===== src/hw/rtl/lsra_pkg.sv =====
// ============================================================================
// lsra_pkg
// Shared types and constants for the linear scan register assigner.
// ============================================================================
package lsra_pkg;

  // default structure sizes
  localparam int MAX_REGS_DEF      = 16;
  localparam int MAX_TEMPS_DEF     = 4096;
  localparam int POSITION_BITS_DEF = 16;

  // fixed field widths
  localparam int TEMP_W    = 12;
  localparam int REG_W     = 6;
  localparam int OFFSET_W  = 16;
  localparam int SPILLS_W  = 13;
  localparam int CFG_W     = 5;
  localparam int CFG_IDX_W = 2;

  // largest spill slot in bytes
  localparam logic [CFG_W-1:0] SLOT_BYTES_MAX = 5'd16;

  // configuration reset values
  localparam logic [CFG_W-1:0] RST_REG_COUNT  = 5'd10;
  localparam logic [CFG_W-1:0] RST_BASE_REG   = 5'd2;
  localparam logic [CFG_W-1:0] RST_SLOT_BYTES = 5'd8;

  // configuration register indexes
  localparam logic [CFG_IDX_W-1:0] CFG_REG_COUNT  = 2'd0;
  localparam logic [CFG_IDX_W-1:0] CFG_BASE_REG   = 2'd1;
  localparam logic [CFG_IDX_W-1:0] CFG_SLOT_BYTES = 2'd2;

  // command broadcast to every cell of the active list
  typedef struct packed {
    logic shift_left;
    logic insert;
  } cell_cmd_t;

  // command to the spill slot unit
  typedef struct packed {
    logic clear;
    logic take;
  } slot_cmd_t;

endpackage


===== src/hw/rtl/lsra_in_if.sv =====
// ============================================================================
// lsra_in_if
// Live interval channel: valid/ready handshake with the interval fields.
// ============================================================================
interface lsra_in_if
  import lsra_pkg::*;
#(
  parameter int POSITION_BITS = POSITION_BITS_DEF
) ();
  logic                     valid;
  logic                     ready;
  logic                     begin_function;
  logic                     eligible;
  logic [TEMP_W-1:0]        temp_id;
  logic [POSITION_BITS-1:0] def_position;
  logic [POSITION_BITS-1:0] use_position;
  logic                     must_spill;

  modport source (
    output valid, begin_function, eligible, temp_id, def_position, use_position,
           must_spill,
    input  ready
  );
  modport sink (
    input  valid, begin_function, eligible, temp_id, def_position, use_position,
           must_spill,
    output ready
  );
endinterface


===== src/hw/rtl/lsra_out_if.sv =====
// ============================================================================
// lsra_out_if
// Assignment channel: valid/ready handshake with the assignment fields.
// ============================================================================
interface lsra_out_if
  import lsra_pkg::*;
();
  logic                valid;
  logic                ready;
  logic [TEMP_W-1:0]   out_temp;
  logic                has_register;
  logic [REG_W-1:0]    register_number;
  logic [OFFSET_W-1:0] slot_offset;
  logic [SPILLS_W-1:0] spills_so_far;
  logic                last;

  modport source (
    output valid, out_temp, has_register, register_number, slot_offset,
           spills_so_far, last,
    input  ready
  );
  modport sink (
    input  valid, out_temp, has_register, register_number, slot_offset,
           spills_so_far, last,
    output ready
  );
endinterface


===== src/hw/rtl/lsra_cell.sv =====
// ============================================================================
// lsra_cell
// One entry of the active list, kept sorted by end position along the chain.
// Shifts left on expiry, takes its left neighbour or the new entry on insert.
// ============================================================================
module lsra_cell
  import lsra_pkg::*;
#(
  parameter int POSITION_BITS = POSITION_BITS_DEF
) (
  input  logic                     clk,
  input  cell_cmd_t                cmd,
  input  logic                     occupied,
  input  logic [POSITION_BITS-1:0] new_end,
  input  logic [TEMP_W-1:0]        new_temp,
  input  logic [REG_W-1:0]         new_reg,
  input  logic                     left_past,
  input  logic [POSITION_BITS-1:0] left_end,
  input  logic [TEMP_W-1:0]        left_temp,
  input  logic [REG_W-1:0]         left_reg,
  input  logic [POSITION_BITS-1:0] right_end,
  input  logic [TEMP_W-1:0]        right_temp,
  input  logic [REG_W-1:0]         right_reg,
  output logic                     past,
  output logic [POSITION_BITS-1:0] end_q,
  output logic [TEMP_W-1:0]        temp_q,
  output logic [REG_W-1:0]         reg_q
);

  logic [POSITION_BITS-1:0] end_pos_r;
  logic [TEMP_W-1:0]        temp_r;
  logic [REG_W-1:0]         reg_r;

  // the new entry belongs at or before this cell
  assign past = !occupied || (end_pos_r > new_end);

  // entry update
  always_ff @(posedge clk) begin
    if (cmd.shift_left) begin
      end_pos_r <= right_end;
      temp_r    <= right_temp;
      reg_r     <= right_reg;
    end else if (cmd.insert && past) begin
      if (left_past) begin
        end_pos_r <= left_end;
        temp_r    <= left_temp;
        reg_r     <= left_reg;
      end else begin
        end_pos_r <= new_end;
        temp_r    <= new_temp;
        reg_r     <= new_reg;
      end
    end
  end

  assign end_q  = end_pos_r;
  assign temp_q = temp_r;
  assign reg_q  = reg_r;

endmodule


===== src/hw/rtl/lsra_slot.sv =====
// ============================================================================
// lsra_slot
// Spill slot allocator: saturating slot counter and byte offset of the slot.
// ============================================================================
module lsra_slot
  import lsra_pkg::*;
#(
  parameter int MAX_TEMPS = MAX_TEMPS_DEF
) (
  input  logic                clk,
  input  logic                rst_n,
  input  slot_cmd_t           cmd,
  input  logic [CFG_W-1:0]    slot_bytes,
  output logic [OFFSET_W-1:0] offset,
  output logic [SPILLS_W-1:0] spills_now,
  output logic [SPILLS_W-1:0] spills_next
);

  localparam int CNT_W  = $clog2(MAX_TEMPS + 1);
  localparam int IDX_W  = $clog2(MAX_TEMPS);
  localparam int PROD_W = IDX_W + CFG_W;

  logic [CNT_W-1:0]  cnt_r;
  logic [CNT_W-1:0]  cnt_nxt;
  logic [CNT_W-1:0]  cnt_inc;
  logic [IDX_W-1:0]  idx;
  logic [CFG_W-1:0]  sb;
  logic [PROD_W-1:0] prod;

  // clamp the slot size
  always_comb begin
    if (slot_bytes == '0) begin
      sb = 5'd1;
    end else if (slot_bytes > SLOT_BYTES_MAX) begin
      sb = SLOT_BYTES_MAX;
    end else begin
      sb = slot_bytes;
    end
  end

  // saturating slot index and count
  assign idx     = (cnt_r > CNT_W'(MAX_TEMPS - 1)) ? IDX_W'(MAX_TEMPS - 1)
                                                   : IDX_W'(cnt_r);
  assign cnt_inc = (cnt_r != CNT_W'(MAX_TEMPS)) ? cnt_r + 1'b1 : cnt_r;

  // byte offset of the slot handed out next
  assign prod   = PROD_W'(idx) * PROD_W'(sb);
  assign offset = OFFSET_W'(prod);

  assign spills_now  = SPILLS_W'(cnt_r);
  assign spills_next = SPILLS_W'(cnt_inc);

  always_comb begin
    if (cmd.clear) begin
      cnt_nxt = '0;
    end else if (cmd.take) begin
      cnt_nxt = cnt_inc;
    end else begin
      cnt_nxt = cnt_r;
    end
  end

  always_ff @(posedge clk) begin
    if (!rst_n) begin
      cnt_r <= '0;
    end else begin
      cnt_r <= cnt_nxt;
    end
  end

endmodule


===== src/hw/rtl/linear_scan_register_assigner.sv =====
// ============================================================================
// linear_scan_register_assigner
// Linear scan register assignment over a chain of active list cells.
//
//   channel  | direction | handshake       | carries
//   ---------+-----------+-----------------+---------------------------------
//   in_ch    | in        | valid/ready     | one live interval
//   out_ch   | out       | valid/ready     | one assignment (up to 2 per item)
//   cfg_*    | in        | write enable    | register count, base, slot size
//
// An interval is accepted in the idle state; in the work state the chain
// then retires each expired active entry from the head, shifting one place
// per entry, and then decides. An eviction adds a victim state for the
// second assignment, which reports the evicted interval as spilled.
// Deciding waits while the output holds an assignment not yet taken.
// Reset is synchronous and active low; it sets control state and configuration only.
// ============================================================================
module linear_scan_register_assigner
  import lsra_pkg::*;
#(
  parameter int MAX_REGS      = MAX_REGS_DEF,
  parameter int MAX_TEMPS     = MAX_TEMPS_DEF,
  parameter int POSITION_BITS = POSITION_BITS_DEF
) (
  input  logic                 clk,
  input  logic                 rst_n,
  lsra_in_if.sink              in_ch,
  lsra_out_if.source           out_ch,
  input  logic                 cfg_we,
  input  logic [CFG_IDX_W-1:0] cfg_index,
  input  logic [CFG_W-1:0]     cfg_wdata
);

  localparam int IDX_W = (MAX_REGS > 1) ? $clog2(MAX_REGS) : 1;
  localparam int CNT_W = $clog2(MAX_REGS + 1);

  localparam logic [1:0] S_IDLE   = 2'd0;
  localparam logic [1:0] S_WORK   = 2'd1;
  localparam logic [1:0] S_VICTIM = 2'd2;

  // configuration
  logic [CFG_W-1:0] reg_count_r;
  logic [CFG_W-1:0] base_r;
  logic [CFG_W-1:0] slot_bytes_r;

  // control state
  logic [1:0]          state_r, state_nxt;
  logic [CNT_W-1:0]    count_r, count_nxt;
  logic [MAX_REGS-1:0] free_r, free_nxt;

  // current interval
  logic [TEMP_W-1:0]        temp_r;
  logic [POSITION_BITS-1:0] start_r;
  logic [POSITION_BITS-1:0] stop_r;
  logic                     spill_r;
  logic [TEMP_W-1:0]        victim_r, victim_nxt;
  logic                     in_fire;

  // output register
  logic                out_valid_r, out_valid_nxt;
  logic [TEMP_W-1:0]   o_temp_r, o_temp_nxt;
  logic                o_hasreg_r, o_hasreg_nxt;
  logic [REG_W-1:0]    o_reg_r, o_reg_nxt;
  logic [OFFSET_W-1:0] o_off_r, o_off_nxt;
  logic [SPILLS_W-1:0] o_spills_r, o_spills_nxt;
  logic                o_last_r, o_last_nxt;
  logic                out_free;
  logic                emit;

  // chain of cells
  cell_cmd_t                cmd;
  logic [REG_W-1:0]         new_reg;
  logic [CNT_W-1:0]         count_eff;
  logic [MAX_REGS-1:0]      occ;
  logic [MAX_REGS-1:0]      past;
  logic [POSITION_BITS-1:0] cell_end  [MAX_REGS];
  logic [TEMP_W-1:0]        cell_temp [MAX_REGS];
  logic [REG_W-1:0]         cell_reg  [MAX_REGS];

  // decision terms
  logic [IDX_W-1:0]    tail_idx;
  logic [5:0]          nregs;
  logic [MAX_REGS-1:0] range_mask;
  logic [MAX_REGS-1:0] avail;
  logic [IDX_W-1:0]    grant_idx;
  logic [REG_W-1:0]    grant_reg;
  logic [5:0]          fbit;
  logic                head_exp;
  logic                grant_ok;
  logic                evict_ok;
  slot_cmd_t           slot_cmd;
  logic [OFFSET_W-1:0] slot_off;
  logic [SPILLS_W-1:0] spills_now;
  logic [SPILLS_W-1:0] spills_next;

  // configuration writes
  always_ff @(posedge clk) begin
    if (!rst_n) begin
      reg_count_r  <= RST_REG_COUNT;
      base_r       <= RST_BASE_REG;
      slot_bytes_r <= RST_SLOT_BYTES;
    end else if (cfg_we) begin
      unique case (cfg_index)
        CFG_REG_COUNT:  reg_count_r  <= cfg_wdata;
        CFG_BASE_REG:   base_r       <= cfg_wdata;
        CFG_SLOT_BYTES: slot_bytes_r <= cfg_wdata;
        default: ;
      endcase
    end
  end

  // input transfer
  assign in_ch.ready = (state_r == S_IDLE);
  assign in_fire     = in_ch.valid && (state_r == S_IDLE);
  assign out_free    = !out_valid_r || out_ch.ready;

  always_ff @(posedge clk) begin
    if (in_fire) begin
      temp_r  <= in_ch.temp_id;
      start_r <= in_ch.def_position;
      stop_r  <= (in_ch.use_position > in_ch.def_position) ? in_ch.use_position
                                                           : in_ch.def_position;
      spill_r <= in_ch.must_spill;
    end
    victim_r <= victim_nxt;
  end

  // usable register count and lowest free register
  always_comb begin
    if (reg_count_r == '0) begin
      nregs = 6'd1;
    end else if (6'(reg_count_r) > 6'(MAX_REGS)) begin
      nregs = 6'(MAX_REGS);
    end else begin
      nregs = 6'(reg_count_r);
    end
    for (int k = 0; k < MAX_REGS; k++) begin
      range_mask[k] = 6'(k) < nregs;
    end
  end

  assign avail = free_r & range_mask;

  always_comb begin
    grant_idx = '0;
    for (int k = MAX_REGS - 1; k >= 0; k--) begin
      if (avail[k]) begin
        grant_idx = IDX_W'(k);
      end
    end
  end

  assign grant_reg = 6'(base_r) + 6'(grant_idx);
  assign tail_idx  = IDX_W'(count_r - 1'b1);
  assign fbit      = cell_reg[0] - 6'(base_r);
  assign head_exp  = (count_r != '0) && (cell_end[0] < start_r);
  assign grant_ok  = (count_r < CNT_W'(MAX_REGS)) && (avail != '0);
  assign evict_ok  = (count_r != '0) && (cell_end[tail_idx] > stop_r);

  // sequencing of expiry, decision and eviction
  always_comb begin
    state_nxt      = state_r;
    count_nxt      = count_r;
    free_nxt       = free_r;
    victim_nxt     = victim_r;
    cmd            = '0;
    new_reg        = grant_reg;
    count_eff      = count_r;
    slot_cmd       = '0;
    emit           = 1'b0;
    o_temp_nxt     = temp_r;
    o_hasreg_nxt   = 1'b0;
    o_reg_nxt      = '0;
    o_off_nxt      = '0;
    o_spills_nxt   = spills_now;
    o_last_nxt     = 1'b1;
    unique case (state_r)
      S_IDLE: begin
        if (in_fire) begin
          if (in_ch.begin_function) begin
            count_nxt      = '0;
            free_nxt       = '1;
            slot_cmd.clear = 1'b1;
          end
          state_nxt = in_ch.eligible ? S_WORK : S_IDLE;
        end
      end
      S_WORK: begin
        if (head_exp) begin
          // retire the head entry and free its register
          cmd.shift_left = 1'b1;
          count_nxt      = count_r - 1'b1;
          if (fbit < 6'(MAX_REGS)) begin
            free_nxt[fbit[IDX_W-1:0]] = 1'b1;
          end
        end else if (out_free) begin
          emit      = 1'b1;
          state_nxt = S_IDLE;
          priority if (spill_r) begin
            slot_cmd.take = 1'b1;
            o_off_nxt     = slot_off;
            o_spills_nxt  = spills_next;
          end else if (grant_ok) begin
            cmd.insert          = 1'b1;
            count_nxt           = count_r + 1'b1;
            free_nxt[grant_idx] = 1'b0;
            o_hasreg_nxt        = 1'b1;
            o_reg_nxt           = grant_reg;
          end else if (evict_ok) begin
            // tail leaves, new interval takes its register
            cmd.insert   = 1'b1;
            count_eff    = count_r - 1'b1;
            new_reg      = cell_reg[tail_idx];
            victim_nxt   = cell_temp[tail_idx];
            o_hasreg_nxt = 1'b1;
            o_reg_nxt    = cell_reg[tail_idx];
            o_last_nxt   = 1'b0;
            state_nxt    = S_VICTIM;
          end else begin
            slot_cmd.take = 1'b1;
            o_off_nxt     = slot_off;
            o_spills_nxt  = spills_next;
          end
        end
      end
      S_VICTIM: begin
        if (out_free) begin
          emit          = 1'b1;
          slot_cmd.take = 1'b1;
          o_temp_nxt    = victim_r;
          o_off_nxt     = slot_off;
          o_spills_nxt  = spills_next;
          state_nxt     = S_IDLE;
        end
      end
      default: begin
        state_nxt = S_IDLE;
      end
    endcase
  end

  // occupancy seen by the cells during an insert
  always_comb begin
    for (int k = 0; k < MAX_REGS; k++) begin
      occ[k] = CNT_W'(k) < count_eff;
    end
  end

  always_ff @(posedge clk) begin
    if (!rst_n) begin
      state_r <= S_IDLE;
      count_r <= '0;
      free_r  <= '1;
    end else begin
      state_r <= state_nxt;
      count_r <= count_nxt;
      free_r  <= free_nxt;
    end
  end

  // output register
  always_comb begin
    if (emit) begin
      out_valid_nxt = 1'b1;
    end else if (out_ch.ready) begin
      out_valid_nxt = 1'b0;
    end else begin
      out_valid_nxt = out_valid_r;
    end
  end

  always_ff @(posedge clk) begin
    if (!rst_n) begin
      out_valid_r <= 1'b0;
    end else begin
      out_valid_r <= out_valid_nxt;
    end
  end

  always_ff @(posedge clk) begin
    if (emit) begin
      o_temp_r   <= o_temp_nxt;
      o_hasreg_r <= o_hasreg_nxt;
      o_reg_r    <= o_reg_nxt;
      o_off_r    <= o_off_nxt;
      o_spills_r <= o_spills_nxt;
      o_last_r   <= o_last_nxt;
    end
  end

  assign out_ch.valid           = out_valid_r;
  assign out_ch.out_temp        = o_temp_r;
  assign out_ch.has_register    = o_hasreg_r;
  assign out_ch.register_number = o_reg_r;
  assign out_ch.slot_offset     = o_off_r;
  assign out_ch.spills_so_far   = o_spills_r;
  assign out_ch.last            = o_last_r;

  // spill slot unit
  lsra_slot #(
    .MAX_TEMPS (MAX_TEMPS)
  ) u_slot (
    .clk         (clk),
    .rst_n       (rst_n),
    .cmd         (slot_cmd),
    .slot_bytes  (slot_bytes_r),
    .offset      (slot_off),
    .spills_now  (spills_now),
    .spills_next (spills_next)
  );

  // active list cells, head at index 0
  for (genvar k = 0; k < MAX_REGS; k++) begin : g_cell
    localparam int L = (k == 0) ? 0 : k - 1;
    localparam int R = (k == MAX_REGS - 1) ? k : k + 1;

    lsra_cell #(
      .POSITION_BITS (POSITION_BITS)
    ) u_cell (
      .clk        (clk),
      .cmd        (cmd),
      .occupied   (occ[k]),
      .new_end    (stop_r),
      .new_temp   (temp_r),
      .new_reg    (new_reg),
      .left_past  ((k == 0) ? 1'b0 : past[L]),
      .left_end   (cell_end[L]),
      .left_temp  (cell_temp[L]),
      .left_reg   (cell_reg[L]),
      .right_end  (cell_end[R]),
      .right_temp (cell_temp[R]),
      .right_reg  (cell_reg[R]),
      .past       (past[k]),
      .end_q      (cell_end[k]),
      .temp_q     (cell_temp[k]),
      .reg_q      (cell_reg[k])
    );
  end

endmodule


===== src/flat_wrapper.sv =====
// flat-port wrapper written by rule: the top's interface ports become plain ports
module linear_scan_register_assigner_flat import lsra_pkg::*;
#(
  parameter int MAX_REGS      = MAX_REGS_DEF,
  parameter int MAX_TEMPS     = MAX_TEMPS_DEF,
  parameter int POSITION_BITS = POSITION_BITS_DEF
)
  (clk, rst_n, cfg_we, cfg_index, cfg_wdata, in_ch_valid, in_ch_begin_function, in_ch_eligible, in_ch_temp_id, in_ch_def_position, in_ch_use_position, in_ch_must_spill, in_ch_ready, out_ch_valid, out_ch_out_temp, out_ch_has_register, out_ch_register_number, out_ch_slot_offset, out_ch_spills_so_far, out_ch_last, out_ch_ready);
  lsra_in_if #(.POSITION_BITS(POSITION_BITS)) in_ch_i ();
  lsra_out_if out_ch_i ();
  input  logic clk;
  input  logic rst_n;
  input  logic cfg_we;
  input  logic [CFG_IDX_W-1:0] cfg_index;
  input  logic [CFG_W-1:0] cfg_wdata;
  input wire logic [$bits(in_ch_i.valid)-1:0] in_ch_valid;
  input wire logic [$bits(in_ch_i.begin_function)-1:0] in_ch_begin_function;
  input wire logic [$bits(in_ch_i.eligible)-1:0] in_ch_eligible;
  input wire logic [$bits(in_ch_i.temp_id)-1:0] in_ch_temp_id;
  input wire logic [$bits(in_ch_i.def_position)-1:0] in_ch_def_position;
  input wire logic [$bits(in_ch_i.use_position)-1:0] in_ch_use_position;
  input wire logic [$bits(in_ch_i.must_spill)-1:0] in_ch_must_spill;
  output wire logic [$bits(in_ch_i.ready)-1:0] in_ch_ready;
  output wire logic [$bits(out_ch_i.valid)-1:0] out_ch_valid;
  output wire logic [$bits(out_ch_i.out_temp)-1:0] out_ch_out_temp;
  output wire logic [$bits(out_ch_i.has_register)-1:0] out_ch_has_register;
  output wire logic [$bits(out_ch_i.register_number)-1:0] out_ch_register_number;
  output wire logic [$bits(out_ch_i.slot_offset)-1:0] out_ch_slot_offset;
  output wire logic [$bits(out_ch_i.spills_so_far)-1:0] out_ch_spills_so_far;
  output wire logic [$bits(out_ch_i.last)-1:0] out_ch_last;
  input wire logic [$bits(out_ch_i.ready)-1:0] out_ch_ready;
  assign in_ch_i.valid = in_ch_valid;
  assign in_ch_i.begin_function = in_ch_begin_function;
  assign in_ch_i.eligible = in_ch_eligible;
  assign in_ch_i.temp_id = in_ch_temp_id;
  assign in_ch_i.def_position = in_ch_def_position;
  assign in_ch_i.use_position = in_ch_use_position;
  assign in_ch_i.must_spill = in_ch_must_spill;
  assign in_ch_ready = in_ch_i.ready;
  assign out_ch_valid = out_ch_i.valid;
  assign out_ch_out_temp = out_ch_i.out_temp;
  assign out_ch_has_register = out_ch_i.has_register;
  assign out_ch_register_number = out_ch_i.register_number;
  assign out_ch_slot_offset = out_ch_i.slot_offset;
  assign out_ch_spills_so_far = out_ch_i.spills_so_far;
  assign out_ch_last = out_ch_i.last;
  assign out_ch_i.ready = out_ch_ready;
  linear_scan_register_assigner #(.MAX_REGS(MAX_REGS), .MAX_TEMPS(MAX_TEMPS), .POSITION_BITS(POSITION_BITS)) u_core (.clk(clk), .rst_n(rst_n), .in_ch(in_ch_i), .out_ch(out_ch_i), .cfg_we(cfg_we), .cfg_index(cfg_index), .cfg_wdata(cfg_wdata));
endmodule

===== config.mk =====
export PLATFORM = sky130hd
export DESIGN_NAME = linear_scan_register_assigner_flat
export DESIGN_NICKNAME = d
export VERILOG_FILES = /design/src/hw/rtl/lsra_pkg.sv /design/src/hw/rtl/lsra_in_if.sv /design/src/hw/rtl/lsra_out_if.sv /design/src/hw/rtl/lsra_cell.sv /design/src/hw/rtl/lsra_slot.sv /design/src/hw/rtl/linear_scan_register_assigner.sv /design/src/flat_wrapper.sv
export SDC_FILE = /design/constraint.sdc
export NUM_CORES = 2
export LEC_CHECK = 0
export ABC_CLOCK_PERIOD_IN_PS = 11050
export BUFFER_PORTS_ARGS = -buffer_cell sky130_fd_sc_hd__buf_2
export CELL_PAD_IN_SITES_DETAIL_PLACEMENT = 0
export CELL_PAD_IN_SITES_GLOBAL_PLACEMENT = 2
export CORE_AREA = 3 3 337 339
export CTS_BUF_LIST = sky130_fd_sc_hd__clkbuf_8
export CTS_CLUSTER_SIZE = 20
export DETAILED_ROUTE_END_ITERATION = 7
export DIE_AREA = 0 0 340 342
export PLACE_DENSITY_LB_ADDON = 0.1
export SLEW_MARGIN = 10
export SYNTH_ARGS = -nofsm -noshare
export SYNTH_HDL_FRONTEND = slang
export SYNTH_SLANG_ARGS = --single-unit

===== constraint.sdc =====
create_clock -name clk -period 11.05 [get_ports clk]
set_input_delay 2.7625 -clock clk [delete_from_list [all_inputs] [get_ports clk]]
set_output_delay 2.7625 -clock clk [all_outputs]
set_load 0.01 [all_outputs]

==> metrics.yaml <==
cts_sinks: 702
synth_seq_cells: 702
drv_cap: 0
netlist.area_leader.share_pct: 40.2
yosys.area.top_type: "edfxtp_1"
die-area_sq_um: 116000
dr.pass1.iters: 6
synth_top_family_by_area: "compound AO/OA/AOI/OAI gates"
synthTopCellsByArea: "edfxtp_1, ha_1, mux4_2"
cts_max_path_buffers: 3
synthAdderAreaFrac_pct: 10.1
routedWlPerCell_um: 28.1
finalPower_mw: 6.46
post_drt_via_cell_ratio: 6.31
finalClockSkew_ns: 0.0466
drv_slew: 0
place.gp.congestion: 0.868
cts_tree: "done"
clock_latency_ns: 0.85
fp.coreArea_sq_um: 111000
run_status: "complete, no violations"
grt_antenna_before_repair: 1
layout-drive-gt1-share_pct: 14.5
p_sw_mw: 1.87
nNetsFinal: 4997
syn_inst: 4585
synth_compound_area_share_pct: 15.9
cp-end-kind: "flip-flop"
cts_max_level: 4
synth_xor_area_share_pct: 0.451
yosys_warnings: 0
reg2reg_depth: 17
p_per_area_nw_per_um2: 122
track_usage_pct: 29.4
period_minus_slack_ns: 9.93
hold_slack_ns: 0.481
p_seq_share_pct: 47.9
area_growth_pct: 9.12
postCtsResizedCells: 0
max-slew-margin-rel_pct: 14.2
max_freq_ghz: 0.101
p_clk_share_pct: 40.4
finalCritPeriodShare_pct: 89.9
worstPathRequired_ns: 11.47
seq_area_frac_synth_pct: 42.4
wirelength_um: 173000
async_reset_ff_share_pct: 0
start_kind: "flip-flop"
avgSynthCellArea_sq_um: 10.6
tns_ns: 0
drtIter0Drc: 4528
setup_viol: 0
drc: 0
rows: 122
place_area_sq_um: 50300
cts_hold_buf: 0
gr-total-overflow: 0
fp.dieH_um: 342
critPathMaxFanout: 36
io_buffers: 109
p_sw_share_pct: 28.9
numCtsBuffers: 140
synthSimpleGateAreaFrac_pct: 10.9
ir_drop_v: 0.0000940
syn_area_sq_um: 48500
ys_types: 89
reg2reg_setup_slack_ns: 1.12
final_area_sq_um: 53000
via_count: 38800
clk_pin_slew_ns: 0.06
fillCellCount: 10400
placed_cells: 5910
die_w_um: 340
combPwrFrac_pct: 11.6
hold_path_class: "reg2reg"
synth_ff_type: "edfxtp_1"
crit_arrival_ns: 10.35
leakage_nw: 19.3
io_pins: 110
grt_start_max_net_pins: 234
cts_root_buffer: "clkbuf_8"
crit_type: "reg2reg"
synth.net_count: 5018
hold_depth: 2
grt_pass1_wl_um: 257000
drtAntennaViolNets: 0
rsz0062_at_grt: "false"
final_cell_count_no_fill: 6159
synth_edf_count: 650
internal-power_mw: 4.59
initial_core_util_pct: 43.9
hold_viol: 0
post-cts-setup-buffers: 0
worst_pin_slew_ns: 1.29
synthMuxAreaShare_pct: 15.8
hpwlAfterDp_um: 113000
first_global_vias: 37400
-- layer usage --
metal	global-route usage [%]	vias to the layer above	routed length, um
met4	8.68	0	4610
met2	43.4	1788	74700
met5	0	-	0
met1	44.2	19400	80400
li1	-	17500	-
met3	4.60	229	13100
-- critical path, cell delays in order, from the launching register on --
cell      delay [ns]
dfxtp_4         0.82
inv_1           0.41
ha_4            0.79
buf_4           0.44
mux4_2          0.39
mux4_2          0.48
ha_1            0.34
nand4_1         0.18
nor4_1          0.84
a21boi_0        0.68
o31a_1          0.52
a41oi_1         0.51
a31oi_1         0.47
and2_2          0.73
buf_4           0.38
or2_2           0.15
buf_4           0.33
a21o_2          0.99
-- sequential cells by signal (all words and copies together) (netlist names) --
name	flops
u_core.slot_bytes_r	5
u_core.start_r	16
u_core.out_ch.spills_so_far	13
u_core.free_r	16
u_core.g_cell.u_cell.end_q	256
u_core.g_cell.u_cell.temp_q	192
u_core.victim_r	12
u_core.spill_r	1
u_core.base_r	5
u_core.reg_count_r	5
u_core.out_ch.out_temp	12
u_core.out_ch.slot_offset	16
u_core.u_slot.spills_now	13
u_core.out_ch.last	1
u_core.g_cell.u_cell.reg_q	96
u_core.out_ch.has_register	1
u_core.state_r	2
u_core.out_ch.valid	1
u_core.out_ch.register_number	6
u_core.count_r	5
u_core.stop_r	16
u_core.temp_r	12
-- through the flow --
step | setup slack (ns) | utilization [%]
after floorplan | 1.54 | -
after global placement | 1.65 | 45.5
after detailed placement | 1.48 | 45.5
after CTS | 1.42 | 47.8
after global routing | 0.968 | 47.9
final | 1.12 | 47.9
-- cells by family (layout without fill, tap and decap cells) --
logic type | after synthesis | count (layout)
AO/OA/AOI/OAI | 1244 | 1244
XOR/XNOR | 25 | 25
adder cells (fa/ha/maj) | 374 | 374
buffers and inverters | 511 | 595
flip-flops | 702 | 702
multiplexers | 537 | 537
other | 0 | 2
AND/OR/NAND/NOR | 1192 | 1192
-- cells in the final DEF (no fill, tap or decap), drive strengths merged, types with 16 or more instances in the layout --
cell,instances
a211oi,45
xnor2,16
nand2b,33
o21a,36
nand3,86
nor2,305
nor2b,33
nor4,17
clkinv,48
a22oi,17
clkbuf,145
buf,204
inv,191
o21ai,444
mux2i,305
a21o,81
dfxtp,52
edfxtp,650
a221o,38
mux4,166
nand2,516
nand4,54
o22ai,131
o211ai,26
fa,31
a21oi,268
nor3,76
mux2,66
o221ai,61
ha,343
-- layout make-up --
type | count | area, sq um | share of cell area (%)
Tap cell | 1488 | 1860 | 3.52
Clock buffer | 145 | 2000 | 3.77
Inverter | 144 | 541 | 1.02
Sequential cell | 702 | 20600 | 38.8
Antenna cell | 2 | 5.00 | 0.00945
Timing Repair Buffer | 204 | 1300 | 2.45
Clock inverter | 102 | 616 | 1.16
Multi-Input combinational cell | 3372 | 26100 | 49.2
-- cell usage after synthesis (17+ instances only) --
library cell  number
buf_2             32
mux4_2           166
edfxtp_1         650
ha_1             343
o22ai_1          131
nand2b_1          33
o21ai_0          264
fa_1              31
clkbuf_1         267
o21ai_1          180
a211oi_1          44
mux2_2            37
buf_1             26
buf_4             23
a21oi_1          266
a221o_1           38
o211ai_1          25
a21o_1            81
a22oi_1           17
mux2_4            29
dfxtp_1           52
nand4_1           54
nor2_1           305
nor2b_1           33
mux2i_1          305
o21a_1            36
o221ai_1          61
nand3_1           85
nor3_1            75
nand2_1          515
inv_1            141
-- path summary, 6_finish.rpt --
kind,start,to
min,u_core.state_r[0],u_core.state_r[0]
max,u_core.count_r[0],u_core.g_cell[7].u_cell.end_q[3]
max reg2reg,u_core.count_r[0],u_core.g_cell[7].u_cell.end_q[3]
min reg2reg,u_core.state_r[0],u_core.state_r[0]
-- power groups by stage --
stage	clock [mW]	sequential [mW]	combinational, mW
finish	2.61	3.10	0.752
global route	2.78	3.10	0.826
CTS	2.67	3.09	0.741
detailed placement	0	3.15	0.737
global placement	0	3.15	0.728
floorplan	0	3.07	0.507
Power figures use the tool's default switching activity.
